$ cat src/rtl/tdc_fiber_word_unpacker_assert.svh
// Assertion macros shared by the unpacker RTL.
// Each macro takes a label, the clock, the active-low reset and the
// expressions of one property.
`ifndef TDC_FIBER_WORD_UNPACKER_ASSERT_SVH
`define TDC_FIBER_WORD_UNPACKER_ASSERT_SVH

// The consequent must hold in the same cycle as the antecedent.
`define TFWU_ASSERT_SAME(label, clk, rst_n, ante, cons) \
    label: assert property (@(posedge clk) disable iff (!rst_n) (ante) |-> (cons)) \
        else $error("unpacker check failed in the same cycle");

// The consequent must hold in the cycle after the antecedent.
`define TFWU_ASSERT_NEXT(label, clk, rst_n, ante, cons) \
    label: assert property (@(posedge clk) disable iff (!rst_n) (ante) |=> (cons)) \
        else $error("unpacker check failed one cycle later");

`endif

$ cat src/rtl/tfwu_pkg.sv
`default_nettype none

package tfwu_pkg;

    // Tag codes in bits 31..28 of a readout word.
    localparam logic [3:0] TAG_TRIG  = 4'h2;
    localparam logic [3:0] TAG_LEAD  = 4'h4;
    localparam logic [3:0] TAG_TRAIL = 4'h5;
    localparam logic [3:0] TAG_SKIPA = 4'hA;
    localparam logic [3:0] TAG_GEO   = 4'hC;
    localparam logic [3:0] TAG_SKIPD = 4'hD;
    localparam logic [3:0] TAG_SKIPE = 4'hE;

    localparam logic [6:0] TRAY_LIMIT_RESET = 7'd122;
    localparam logic [7:0] HALF_TRAY_CHANNELS = 8'd96;
    localparam logic [7:0] TDIG_CHANNELS      = 8'd24;

    typedef enum logic [1:0] {
        KIND_LEAD    = 2'd0,
        KIND_TRAIL   = 2'd1,
        KIND_TRIG    = 2'd2,
        KIND_BADTRAY = 2'd3
    } tfwu_kind_t;

    // One input beat.
    typedef struct packed {
        logic [31:0] data_word;
        logic [1:0]  fiber_index;
        logic        fiber_start;
    } tfwu_word_t;

    // One result beat.
    typedef struct packed {
        tfwu_kind_t  result_kind;
        logic [1:0]  fiber_id;
        logic [6:0]  tray_number;
        logic [7:0]  global_channel;
        logic [20:0] tdc_time;
        logic [31:0] raw_word;
    } tfwu_result_t;

    // Geographic and trigger state shared by all fibers.
    typedef struct packed {
        logic       geo_valid;
        logic       half_tray;
        logic [6:0] tray;
        logic       trigger_seen;
    } tfwu_state_t;

endpackage

`default_nettype wire

$ cat src/rtl/tfwu_if.sv
`default_nettype none

// Readout word channel.
interface tfwu_word_if;
    logic        valid;
    logic        ready;
    logic [31:0] data_word;
    logic [1:0]  fiber_index;
    logic        fiber_start;

    modport source (output valid, output data_word, output fiber_index,
                    output fiber_start, input ready);
    modport sink (input valid, input data_word, input fiber_index,
                  input fiber_start, output ready);
endinterface

// Decoded result channel.
interface tfwu_result_if;
    logic        valid;
    logic        ready;
    logic [1:0]  result_kind;
    logic [1:0]  fiber_id;
    logic [6:0]  tray_number;
    logic [7:0]  global_channel;
    logic [20:0] tdc_time;
    logic [31:0] raw_word;

    modport source (output valid, output result_kind, output fiber_id,
                    output tray_number, output global_channel, output tdc_time,
                    output raw_word, input ready);
    modport sink (input valid, input result_kind, input fiber_id,
                  input tray_number, input global_channel, input tdc_time,
                  input raw_word, output ready);
endinterface

`default_nettype wire

$ cat src/rtl/tdc_fiber_word_unpacker.sv
// Readout word unpacker for a time-of-flight TDC fiber link.
// Channels: word_ch (sink) takes one 32-bit readout word per beat together
// with its fiber index and a fiber start flag; result_ch (source) gives the
// decoded beats: leading hit, trailing hit, first trigger time of a fiber
// or a bad tray report. A word yields zero or one result beat.
// cfg_we/cfg_wdata write the tray limit, the largest accepted tray id. The
// user must write it only while the block is idle; the block does not enforce it.
// A word is registered in the input register at acceptance, decoded from
// there, and its result is held in the output register. Throughput is one
// word per cycle unless a stalled receiver holds back a word with a result,
// set by the single decode stage between the input and output registers.
// Reset clears both stages, the fiber state and sets the tray limit to 122.
// When the receiver stalls, the output register holds its beat, and a word
// that needs that register waits in the input register; words that give no
// result still pass. word_ch.ready falls only when both registers are full
// and the waiting word has a result.
`default_nettype none

module tdc_fiber_word_unpacker #(
    parameter int unsigned FIBER_COUNT = 4
) (
    input  wire logic        clk,
    input  wire logic        rst_n,
    input  wire logic        cfg_we,
    input  wire logic [6:0]  cfg_wdata,
    tfwu_word_if.sink        word_ch,
    tfwu_result_if.source    result_ch
);
    import tfwu_pkg::*;

    logic [6:0]   tray_limit_q_reg;
    logic         s1_valid_reg;
    tfwu_word_t   s1_word_reg;
    tfwu_state_t  state_reg;
    tfwu_state_t  state_next;
    logic         out_valid_reg;
    tfwu_result_t out_data_reg;
    tfwu_result_t dec_result;
    logic         dec_emit;
    logic         fiber_ok;
    logic         out_free;
    logic         s1_move;
    logic         word_accept;

    // Configuration register holding the tray limit.
    always_ff @(posedge clk or negedge rst_n)
    begin
        if (!rst_n)
        begin
            tray_limit_q_reg <= TRAY_LIMIT_RESET;
        end
        else if (cfg_we)
        begin
            tray_limit_q_reg <= cfg_wdata;
        end
    end

    // Handshake between the two stages.
    always_comb
    begin
        fiber_ok      = (5'(s1_word_reg.fiber_index) < 5'(FIBER_COUNT))
                        || (FIBER_COUNT > 4);
        out_free      = !out_valid_reg || result_ch.ready;
        s1_move       = s1_valid_reg && (!dec_emit || out_free);
        word_ch.ready = !s1_valid_reg || s1_move;
        word_accept   = word_ch.valid && word_ch.ready;
    end

    tfwu_decode u_decode (
        .word       (s1_word_reg),
        .fiber_ok   (fiber_ok),
        .state      (state_reg),
        .tray_limit (tray_limit_q_reg),
        .emit       (dec_emit),
        .result     (dec_result),
        .state_next (state_next)
    );

    // Input register.
    always_ff @(posedge clk or negedge rst_n)
    begin
        if (!rst_n)
        begin
            s1_valid_reg <= 1'b0;
        end
        else if (word_ch.ready)
        begin
            s1_valid_reg <= word_ch.valid;
        end
    end

    always_ff @(posedge clk)
    begin
        if (word_accept)
        begin
            s1_word_reg.data_word   <= word_ch.data_word;
            s1_word_reg.fiber_index <= word_ch.fiber_index;
            s1_word_reg.fiber_start <= word_ch.fiber_start;
        end
    end

    // Fiber state advances as each word leaves the decode stage.
    always_ff @(posedge clk or negedge rst_n)
    begin
        if (!rst_n)
        begin
            state_reg <= '0;
        end
        else if (s1_move)
        begin
            state_reg <= state_next;
        end
    end

    // Output register.
    always_ff @(posedge clk or negedge rst_n)
    begin
        if (!rst_n)
        begin
            out_valid_reg <= 1'b0;
        end
        else if (out_free)
        begin
            out_valid_reg <= s1_move && dec_emit;
        end
    end

    always_ff @(posedge clk)
    begin
        if (s1_move && dec_emit)
        begin
            out_data_reg <= dec_result;
        end
    end

    assign result_ch.valid          = out_valid_reg;
    assign result_ch.result_kind    = out_data_reg.result_kind;
    assign result_ch.fiber_id       = out_data_reg.fiber_id;
    assign result_ch.tray_number    = out_data_reg.tray_number;
    assign result_ch.global_channel = out_data_reg.global_channel;
    assign result_ch.tdc_time       = out_data_reg.tdc_time;
    assign result_ch.raw_word       = out_data_reg.raw_word;

`include "tdc_fiber_word_unpacker_assert.svh"

    // An accepted word is always held in the input register next cycle.
    `TFWU_ASSERT_NEXT(a_word_held, clk, rst_n, word_accept, s1_valid_reg)

    // A waiting result word with a blocked output must stall the input.
    `TFWU_ASSERT_SAME(a_stall_back, clk, rst_n,
        s1_valid_reg && dec_emit && out_valid_reg && !result_ch.ready,
        !word_ch.ready && !s1_move)

    // A decoded result lands in the output register with its kind.
    `TFWU_ASSERT_NEXT(a_result_kind, clk, rst_n, s1_move && dec_emit,
        out_valid_reg && (out_data_reg.result_kind == $past(dec_result.result_kind)))

    // A trigger result is reported at most once until the next fiber start.
    `TFWU_ASSERT_SAME(a_trig_once, clk, rst_n,
        s1_move && dec_emit && (dec_result.result_kind == KIND_TRIG),
        s1_word_reg.fiber_start || !state_reg.trigger_seen)

endmodule

`default_nettype wire

$ cat src/rtl/tfwu_decode.sv
`default_nettype none

module tfwu_decode (
    input  tfwu_pkg::tfwu_word_t   word,
    input  logic                   fiber_ok,
    input  tfwu_pkg::tfwu_state_t  state,
    input  logic [6:0]             tray_limit,
    output logic                   emit,
    output tfwu_pkg::tfwu_result_t result,
    output tfwu_pkg::tfwu_state_t  state_next
);
    import tfwu_pkg::*;

    logic [3:0]  tag;
    logic [3:0]  tdc_id;
    tfwu_state_t st;
    logic [7:0]  channel;
    logic [20:0] time_value;
    logic        tray_bad;

    // Fields of the word and the state after an optional fiber start.
    always_comb
    begin
        tag        = word.data_word[31:28];
        tdc_id     = word.data_word[27:24];
        st         = word.fiber_start ? '0 : state;
        channel    = 8'(word.data_word[23:21])
                   + {3'b000, tdc_id[1:0], 3'b000}
                   + 8'(tdc_id[3:2]) * TDIG_CHANNELS
                   + (st.half_tray ? HALF_TRAY_CHANNELS : 8'd0);
        // The 19 low bits move up by two and bits 20..19 fill the gap.
        time_value = {word.data_word[18:0], word.data_word[20:19]};
        tray_bad   = (st.tray == 7'd0) || (st.tray > tray_limit);
    end

    // Tag decode and state update.
    always_comb
    begin
        emit                  = 1'b0;
        state_next            = st;
        result.result_kind    = KIND_LEAD;
        result.fiber_id       = word.fiber_index;
        result.tray_number    = st.tray;
        result.global_channel = 8'd0;
        result.tdc_time       = 21'd0;
        result.raw_word       = word.data_word;

        if (!fiber_ok)
        begin
            // A word from a fiber that does not exist leaves everything alone.
            state_next = state;
        end
        else
        begin
            unique case (tag) inside
                TAG_SKIPA, TAG_SKIPD, TAG_SKIPE:
                begin
                end
                TAG_TRIG:
                begin
                    if (!st.trigger_seen)
                    begin
                        emit                    = 1'b1;
                        state_next.trigger_seen = 1'b1;
                        result.result_kind      = KIND_TRIG;
                        result.tray_number      = 7'd0;
                    end
                end
                TAG_GEO:
                begin
                    state_next.half_tray = word.data_word[0];
                    state_next.tray      = word.data_word[7:1];
                    state_next.geo_valid = 1'b1;
                end
                default:
                begin
                    if (st.geo_valid)
                    begin
                        if (tray_bad)
                        begin
                            emit               = 1'b1;
                            result.result_kind = KIND_BADTRAY;
                        end
                        else if (tag == TAG_LEAD || tag == TAG_TRAIL)
                        begin
                            emit                  = 1'b1;
                            result.result_kind    = (tag == TAG_LEAD) ? KIND_LEAD
                                                                      : KIND_TRAIL;
                            result.global_channel = channel;
                            result.tdc_time       = time_value;
                        end
                    end
                end
            endcase
        end
    end

endmodule

`default_nettype wire
$ cat src/flat_wrapper.sv
// flat-port wrapper written by rule: the top's interface ports become plain ports
module tdc_fiber_word_unpacker_flat import tfwu_pkg::*;
#(
    parameter int unsigned FIBER_COUNT = 4
)
  (clk, rst_n, cfg_we, cfg_wdata, word_ch_valid, word_ch_data_word, word_ch_fiber_index, word_ch_fiber_start, word_ch_ready, result_ch_valid, result_ch_result_kind, result_ch_fiber_id, result_ch_tray_number, result_ch_global_channel, result_ch_tdc_time, result_ch_raw_word, result_ch_ready);
  tfwu_word_if word_ch_i ();
  tfwu_result_if result_ch_i ();
  input  wire logic clk;
  input  wire logic rst_n;
  input  wire logic cfg_we;
  input  wire logic [6:0] cfg_wdata;
  input wire logic [$bits(word_ch_i.valid)-1:0] word_ch_valid;
  input wire logic [$bits(word_ch_i.data_word)-1:0] word_ch_data_word;
  input wire logic [$bits(word_ch_i.fiber_index)-1:0] word_ch_fiber_index;
  input wire logic [$bits(word_ch_i.fiber_start)-1:0] word_ch_fiber_start;
  output wire logic [$bits(word_ch_i.ready)-1:0] word_ch_ready;
  output wire logic [$bits(result_ch_i.valid)-1:0] result_ch_valid;
  output wire logic [$bits(result_ch_i.result_kind)-1:0] result_ch_result_kind;
  output wire logic [$bits(result_ch_i.fiber_id)-1:0] result_ch_fiber_id;
  output wire logic [$bits(result_ch_i.tray_number)-1:0] result_ch_tray_number;
  output wire logic [$bits(result_ch_i.global_channel)-1:0] result_ch_global_channel;
  output wire logic [$bits(result_ch_i.tdc_time)-1:0] result_ch_tdc_time;
  output wire logic [$bits(result_ch_i.raw_word)-1:0] result_ch_raw_word;
  input wire logic [$bits(result_ch_i.ready)-1:0] result_ch_ready;
  assign word_ch_i.valid = word_ch_valid;
  assign word_ch_i.data_word = word_ch_data_word;
  assign word_ch_i.fiber_index = word_ch_fiber_index;
  assign word_ch_i.fiber_start = word_ch_fiber_start;
  assign word_ch_ready = word_ch_i.ready;
  assign result_ch_valid = result_ch_i.valid;
  assign result_ch_result_kind = result_ch_i.result_kind;
  assign result_ch_fiber_id = result_ch_i.fiber_id;
  assign result_ch_tray_number = result_ch_i.tray_number;
  assign result_ch_global_channel = result_ch_i.global_channel;
  assign result_ch_tdc_time = result_ch_i.tdc_time;
  assign result_ch_raw_word = result_ch_i.raw_word;
  assign result_ch_i.ready = result_ch_ready;
  tdc_fiber_word_unpacker #(.FIBER_COUNT(FIBER_COUNT)) u_core (.clk(clk), .rst_n(rst_n), .cfg_we(cfg_we), .cfg_wdata(cfg_wdata), .word_ch(word_ch_i), .result_ch(result_ch_i));
endmodule
$ cat config.mk
export PLATFORM = sky130hd
export DESIGN_NAME = tdc_fiber_word_unpacker_flat
export DESIGN_NICKNAME = d
export VERILOG_FILES = /design/src/rtl/tfwu_pkg.sv /design/src/rtl/tfwu_if.sv /design/src/rtl/tdc_fiber_word_unpacker.sv /design/src/rtl/tfwu_decode.sv /design/src/flat_wrapper.sv
export VERILOG_INCLUDE_DIRS = /design/src /design/src/rtl
export SDC_FILE = /design/constraint.sdc
export NUM_CORES = 1
export LEC_CHECK = 0
export ABC_AREA = 1
export BUFFER_PORTS_ARGS = -buffer_cell sky130_fd_sc_hd__clkbuf_2
export CORE_MARGIN = 2
export CORE_UTILIZATION = 30
export CTS_CLUSTER_DIAMETER = 120
export DETAILED_ROUTE_END_ITERATION = 6
export PLACE_DENSITY = 0.56
export SYNTH_ARGS = -nofsm -noshare
export SYNTH_HDL_FRONTEND = slang
export SYNTH_SLANG_ARGS = --single-unit
$ cat constraint.sdc
create_clock -name clk -period 10.6 [get_ports clk]
set_input_delay 1.59 -clock clk [delete_from_list [all_inputs] [get_ports clk]]
set_output_delay 1.59 -clock clk [all_outputs]
set_load 0.02 [all_outputs]
Word-level counts from Yosys, hierarchy flattened:

Cells that the tools add are included.

* bits in registers: 126
* input port bits: 47
* output and inout port bits: 74
* logic and storage cells: 61

* add/subtract/negate cells: 3
* $mul: 1
* magnitude comparators: 1
* equality and inequality tests: 7
* mux-type cells: 17
* bitwise operators: 2
* reduce and logical (&&, ||, !) cells: 14

Operators by type and width (number)
* two-way mux 7 bit: 3
* == test 4 bit, second input constant: 4
* two-way mux 10 bit: 1
* two-way mux 9 bit: 1
* adder 6 x 7 -> 8 bit: 1
* adder 8 x 7 -> 8 bit: 1
* == test 4 x 3 -> 1 bit, second input constant: 2
* OR reduction 8 bit: 1
* greater-than comparator 7 bit: 1
* logical NOT 7 bit: 1
* two-way mux 1 bit: 7
* adder 3 x 5 -> 6 bit: 1
* two-way mux 2 bit: 3
* logical OR 1 bit: 5
* == test 4 x 2 -> 1 bit, second input constant: 1
* multiplier 2 x 2 -> 4 bit, second input constant: 1
* one-hot mux 2 bit (2 select lines): 1
* OR reduction 4 bit: 1
* logical AND 1 bit: 3
* logical NOT 1 bit: 3
* inverter 1 bit: 2
* one-hot mux 1 bit (2 select lines): 1

Longest topological paths before layout:

* word-level depth: 11
* mapped depth: 19

Hierarchy:

A second synthesis with hierarchy kept.

* cells, all modules: 413
* area, all modules: 5283.8 µm²

By module, submodules not included
* tdc_fiber_word_unpacker: instances 1, cells each 192, area each 3988.8 µm², seq. area each 3694.8 µm²
* tfwu_decode: instances 1, cells each 221, area each 1295.0 µm², seq. area each 0.0 µm²

Worst setup path after synthesis:

OpenSTA, ideal clock, no wires.

* path kind: input port to flip-flop
* start point: in result_ch_ready
* end point: reg u_core.out_data_reg, in the netlist u_core.result_ch.fiber_id[0] (enable)
* setup time: 0.426 ns
* arrival: 3.210 ns
* path slack: 6.964 ns
* stages on the path: 4
* path buffers: 0
* path through: nor2_1 -> inv_1 -> nand3_1 -> inv_1

* longest elaborated chain between the ends: 4

Ends and longest elaborated chain
* start: declaration: line flat_wrapper.sv:25 `input wire logic [$bits(result_ch_i.ready)-1:0] result_ch_ready;`
* logical OR 1 bit: line tdc_fiber_word_unpacker.sv:63 `out_free = !out_valid_reg || result_ch.ready;`
* logical OR 1 bit: line tdc_fiber_word_unpacker.sv:64 `s1_move = s1_valid_reg && (!dec_emit || out_free);`
* logical AND 1 bit: line tdc_fiber_word_unpacker.sv:64
* logical AND 1 bit: line tdc_fiber_word_unpacker.sv:130 `if (s1_move && dec_emit)`
* end signal: assignment: line tdc_fiber_word_unpacker.sv:132 `out_data_reg <= dec_result;`
* end: declaration: line tdc_fiber_word_unpacker.sv:37 `tfwu_result_t out_data_reg;`

Every way passes these cells.
A chain may end at the register's enable or synchronous reset.

Worst setup path in the final report:

* start point: reg u_core.s1_word_reg[0] (netlist bit)
* end point: out word_ch_ready

* longest elaborated chain between the ends: 10
* elaborated cells between the ends (all ways): 12
* those cells by class: order compare: 1; mux: 5; reduce/logical: 6

Ends and longest elaborated chain
* start: declaration: line tdc_fiber_word_unpacker.sv:33 `tfwu_word_t s1_word_reg;`
* two-way mux 10 bit (*): line tfwu_decode.sv:26 `st = word.fiber_start ? '0 : state;`
* greater-than comparator 7 bit / logical NOT 7 bit (equally long branches): line tfwu_decode.sv:33 `tray_bad = (st.tray == 7'd0) || (st.tray > tray_limit);`
* logical OR 1 bit: line tfwu_decode.sv:33
* two-way mux 1 bit: line tfwu_decode.sv:79 `if (tray_bad)`
* two-way mux 1 bit: line tfwu_decode.sv:77 `if (st.geo_valid)`
* one-hot mux 1 bit (2 select lines) (*): line tfwu_decode.sv:55 `unique case (tag) inside`
* logical NOT 1 bit (*): line tdc_fiber_word_unpacker.sv:64
* logical OR 1 bit (*): line tdc_fiber_word_unpacker.sv:64
* logical AND 1 bit (*): line tdc_fiber_word_unpacker.sv:64
* logical OR 1 bit (*): line tdc_fiber_word_unpacker.sv:65 `word_ch.ready = !s1_valid_reg || s1_move;`
* end: declaration: line flat_wrapper.sv:17 `output wire logic [$bits(word_ch_i.ready)-1:0] word_ch_ready;`

Mark *: on every way between the ends. The rest lies on a longest branch, timed or not.

==> key figures <==
Setup path
  • Worst setup endpoint: word_ch_ready
  • Crit Path Max Fanout: 12
  • Reg2Reg Launch Point: u_core.s1_word_reg[0]$_DFFE_PP_
  • Worst R2R End: u_core.result_ch.tdc_time[0]$_SDFFCE_PP0P_
  • CP Data Arrival Time: 2.47 ns
  • Flop2flop setup slack: 7.45 ns
  • Worst Path Required: 9.01 ns
  • CP startpoint kind: register
  • Setup crit start: u_core.s1_word_reg[0]$_DFFE_PP_
  • WS Path Type: register to primary output
  • FF-to-FF path depth: 13
  • CP endpoint kind: primary output

GRT
  • GRT Resource Usage Total: 12.6%
  • First-pass GRT wire length: 16600 um
  • Largest net degree at the start of global routing: 62
  • Initial antenna violation count: 0
  • Congestion Overflow GR: 0
  • Vias in the first global route: 3229

Clock network
  • Clk_lat worst skew: 0.41 ns
  • Clock Sinks: 126
  • H-tree level count: 4
  • Resized Gates After CTS: 0
  • CTS Buffer Depth: 2
  • Num CTS Buffers: 17
  • Clock root buffer: clkbuf_16
  • Cts hold-fix bufs: 0
  • Postcts setup bufs: 0
  • Clk slew on worst S/H paths: 0.06 ns
  • CTS tree: done

Layout
  • Filler cell count: 1517
  • Commonest non-fill, non-tap cell in the layout: clkbuf_2
  • Max FFs per register: 35
  • Layout area overhead: 30.5%
  • ANT cells: 0
  • Most frequent cells in the layout: clkbuf_2, edfxtp_1, nand2_1
  • Share of cells above drive strength 1: 33.3%
  • Final core utilization: 40.0%
  • Final nets: 559

Floorplan
  • Ports: 121
  • # rows: 46
  • Vert. Die Dim: 131 um
  • Die area: 17200 sq um
  • Die X: 131 um
  • Core Region: 15800 sq um
  • Starting Density: 30.6%

STA
  • Slew Limit Fails: 0
  • Tcrit/Tclk final: 38.3%
  • Maximum clock frequency: 246 MHz
  • Final count of hold timing violations: 0
  • Fin Clk Skew: 0.00779 ns
  • Fin worst setup slack: 6.54 ns
  • Worst slew pin tran: 0.840 ns
  • Final Setup Violations: 0
  • Final min period: 4.06 ns
  • Unrepaired setup endpoints after global routing: no
  • Relative slew slack: 43.9%
  • Final TNS setup: 0 ns

Placement
  • Port Buffers: 120
  • Placer Congestion: 0.799
  • Place WS: 6.79 ns
  • Hpwl dp: 7080 um

Routing
  • Vias/cell: 4.09
  • Drt wl/cell: 13.8 um
  • DRC errors left: 0
  • ANT nets after route: 0
  • DRT Pass-1 Iters: 4
  • WL final: 10100 um
  • DR vias: 2989
  • Detailed Route Iter0 Violations: 169

Flow run
  • Max-cap violations: 0

Pwr
  • Sequential Power Share: 45.0%
  • Sw power: 258 uW
  • Switching share of power: 20.3%
  • Clk pwr share: 49.7%
  • Part of the power in combinational logic: 5.3%
  • Internal Power: 1010 uW
  • P_leak: 0.00278 uW
  • Power Density: 201 nW/um^2
  • IR drop worst, VDD: 0.0984 mV

Yosys
  • Synth cell types: 27
  • Seq/Total Area, Yosys: 76.2%
  • Syn Nets: 426
  • Synth Register Bits: 126
  • Post-Syn Area per Cell: 13.2 sq um
  • Ys Warns: 0
  • Area fraction of the dominant cell type after synthesis: 66.3%
  • Yosys top cell by area: edfxtp_1
  • Post-Synthesis Cell Area: 4850 sq um
  • Post-Syn Instances: 368
  • Area contributors post-synth: edfxtp_1, dfrtp_1, nand2_1

Run status
  • Status: complete, no violations

Hold path
  • Hold crit path type: register to register
==> critical path, stage by stage (launching register included) <==
cell	delay (ns)
edfxtp_1	0.42
inv_2	0.19
nand2_1	0.12
inv_1	0.09
ha_1	0.25
inv_1	0.07
o21bai_1	0.07
nor2_1	0.11
nand2_1	0.05
nand2_1	0.09
nand2_1	0.08
nand2_2	0.08
nand3_2	0.12
nand3_1	0.14
clkbuf_2	0.19
==> stage by stage <==
step / instance area, sq um / hold WS [ns] / total power, uW / instances
2_1_floorplan: 4850 / 0.400 / 622 / 368
3_3_place_gp: 5680 / 0.412 / 649 / 698
3_5_place_dp: 5680 / 0.411 / 651 / 698
5_1_grt: 6330 / 0.433 / 1320 / 730
4_1_cts: 6330 / 0.424 / 1290 / 730
6_report: 6330 / 0.422 / 1270 / 730
==> how the worst min path moves through the flow <==
stage / from / to / slack, ns / depth (start not counted)
after CTS: u_core.s1_word_reg[2]$_DFFE_PP_ / u_core.result_ch.fiber_id[1]$_DFFE_PP_ / 0.42 / 0
after floorplan: u_core.s1_word_reg[1]$_DFFE_PP_ / u_core.result_ch.fiber_id[0]$_DFFE_PP_ / 0.40 / 0
after global placement: u_core.s1_word_reg[1]$_DFFE_PP_ / u_core.result_ch.fiber_id[0]$_DFFE_PP_ / 0.41 / 0
after detailed placement: u_core.s1_word_reg[2]$_DFFE_PP_ / u_core.result_ch.fiber_id[1]$_DFFE_PP_ / 0.41 / 0
final: u_core.s1_word_reg[2]$_DFFE_PP_ / u_core.result_ch.fiber_id[1]$_DFFE_PP_ / 0.42 / 0
after global routing: u_core.s1_word_reg[2]$_DFFE_PP_ / u_core.result_ch.fiber_id[1]$_DFFE_PP_ / 0.43 / 0
==> logic make-up after synthesis <==
| logic type | count (synthesis) | synth area share (%) |
|---|---|---|
| and+or+nand+nor | 143 | 12.6 |
| DFF | 126 | 76.2 |
| buffers and inverters | 65 | 5.55 |
| AOI/OAI and AO/OA | 21 | 2.22 |
| adders and majority gates | 11 | 2.99 |
| xor gates and xnor gates | 1 | 0.181 |
| muxes | 1 | 0.232 |
==> synth_stat cells <==
| master | instances |
|---|---|
| buf_4 | 2 |
| inv_1 | 55 |
| dfrtp_1 | 14 |
| nor3_1 | 1 |
| edfxtp_1 | 107 |
| nor3_2 | 1 |
| a21oi_1 | 6 |
| nor2_2 | 1 |
| dfstp_2 | 5 |
| nand2_2 | 5 |
| nand2_1 | 63 |
| clkbuf_1 | 2 |
| mux2_2 | 1 |
| buf_6 | 2 |
| fa_1 | 1 |
| inv_2 | 2 |
| and3_1 | 1 |
| nand4_1 | 2 |
| o21bai_1 | 1 |
| nand3_1 | 17 |
| o21ai_0 | 14 |
| nand3_2 | 3 |
| nand3b_1 | 1 |
| ha_1 | 10 |
| nor2_1 | 48 |
| buf_2 | 2 |
| xor2_1 | 1 |
==> final cells by class <==
cell class / instances / area [sq um] / area share (%)
Timing Repair Buffer: 122 / 616 / 9.73
Multi-Input combinational cell: 177 / 883 / 14.0
Tap cell: 216 / 270 / 4.27
Clock buffer: 22 / 464 / 7.34
Clock inverter: 10 / 184 / 2.91
Sequential cell: 126 / 3690 / 58.4
Inverter: 57 / 215 / 3.40
==> layer usage <==
layer | GRT usage (%) | vias to the layer above | share of wire, %
met5 | 0 | - | 0
met3 | 3.70 | 13 | 4.7
met4 | 6.16 | 0 | 1.8
li1 | - | 1498 | -
met2 | 20.3 | 83 | 48
met1 | 15.6 | 1395 | 46
==> power by group through the flow <==
stage | registers, uW | clock network [uW] | logic [uW]
finish | 573 | 633 | 67.0
global route | 576 | 668 | 76.8
CTS | 573 | 648 | 68.7
detailed placement | 583 | 0 | 68.3
global placement | 582 | 0 | 67.2
floorplan | 590 | 0 | 32.2
Note: power is estimated with default switching activity, not from simulation.
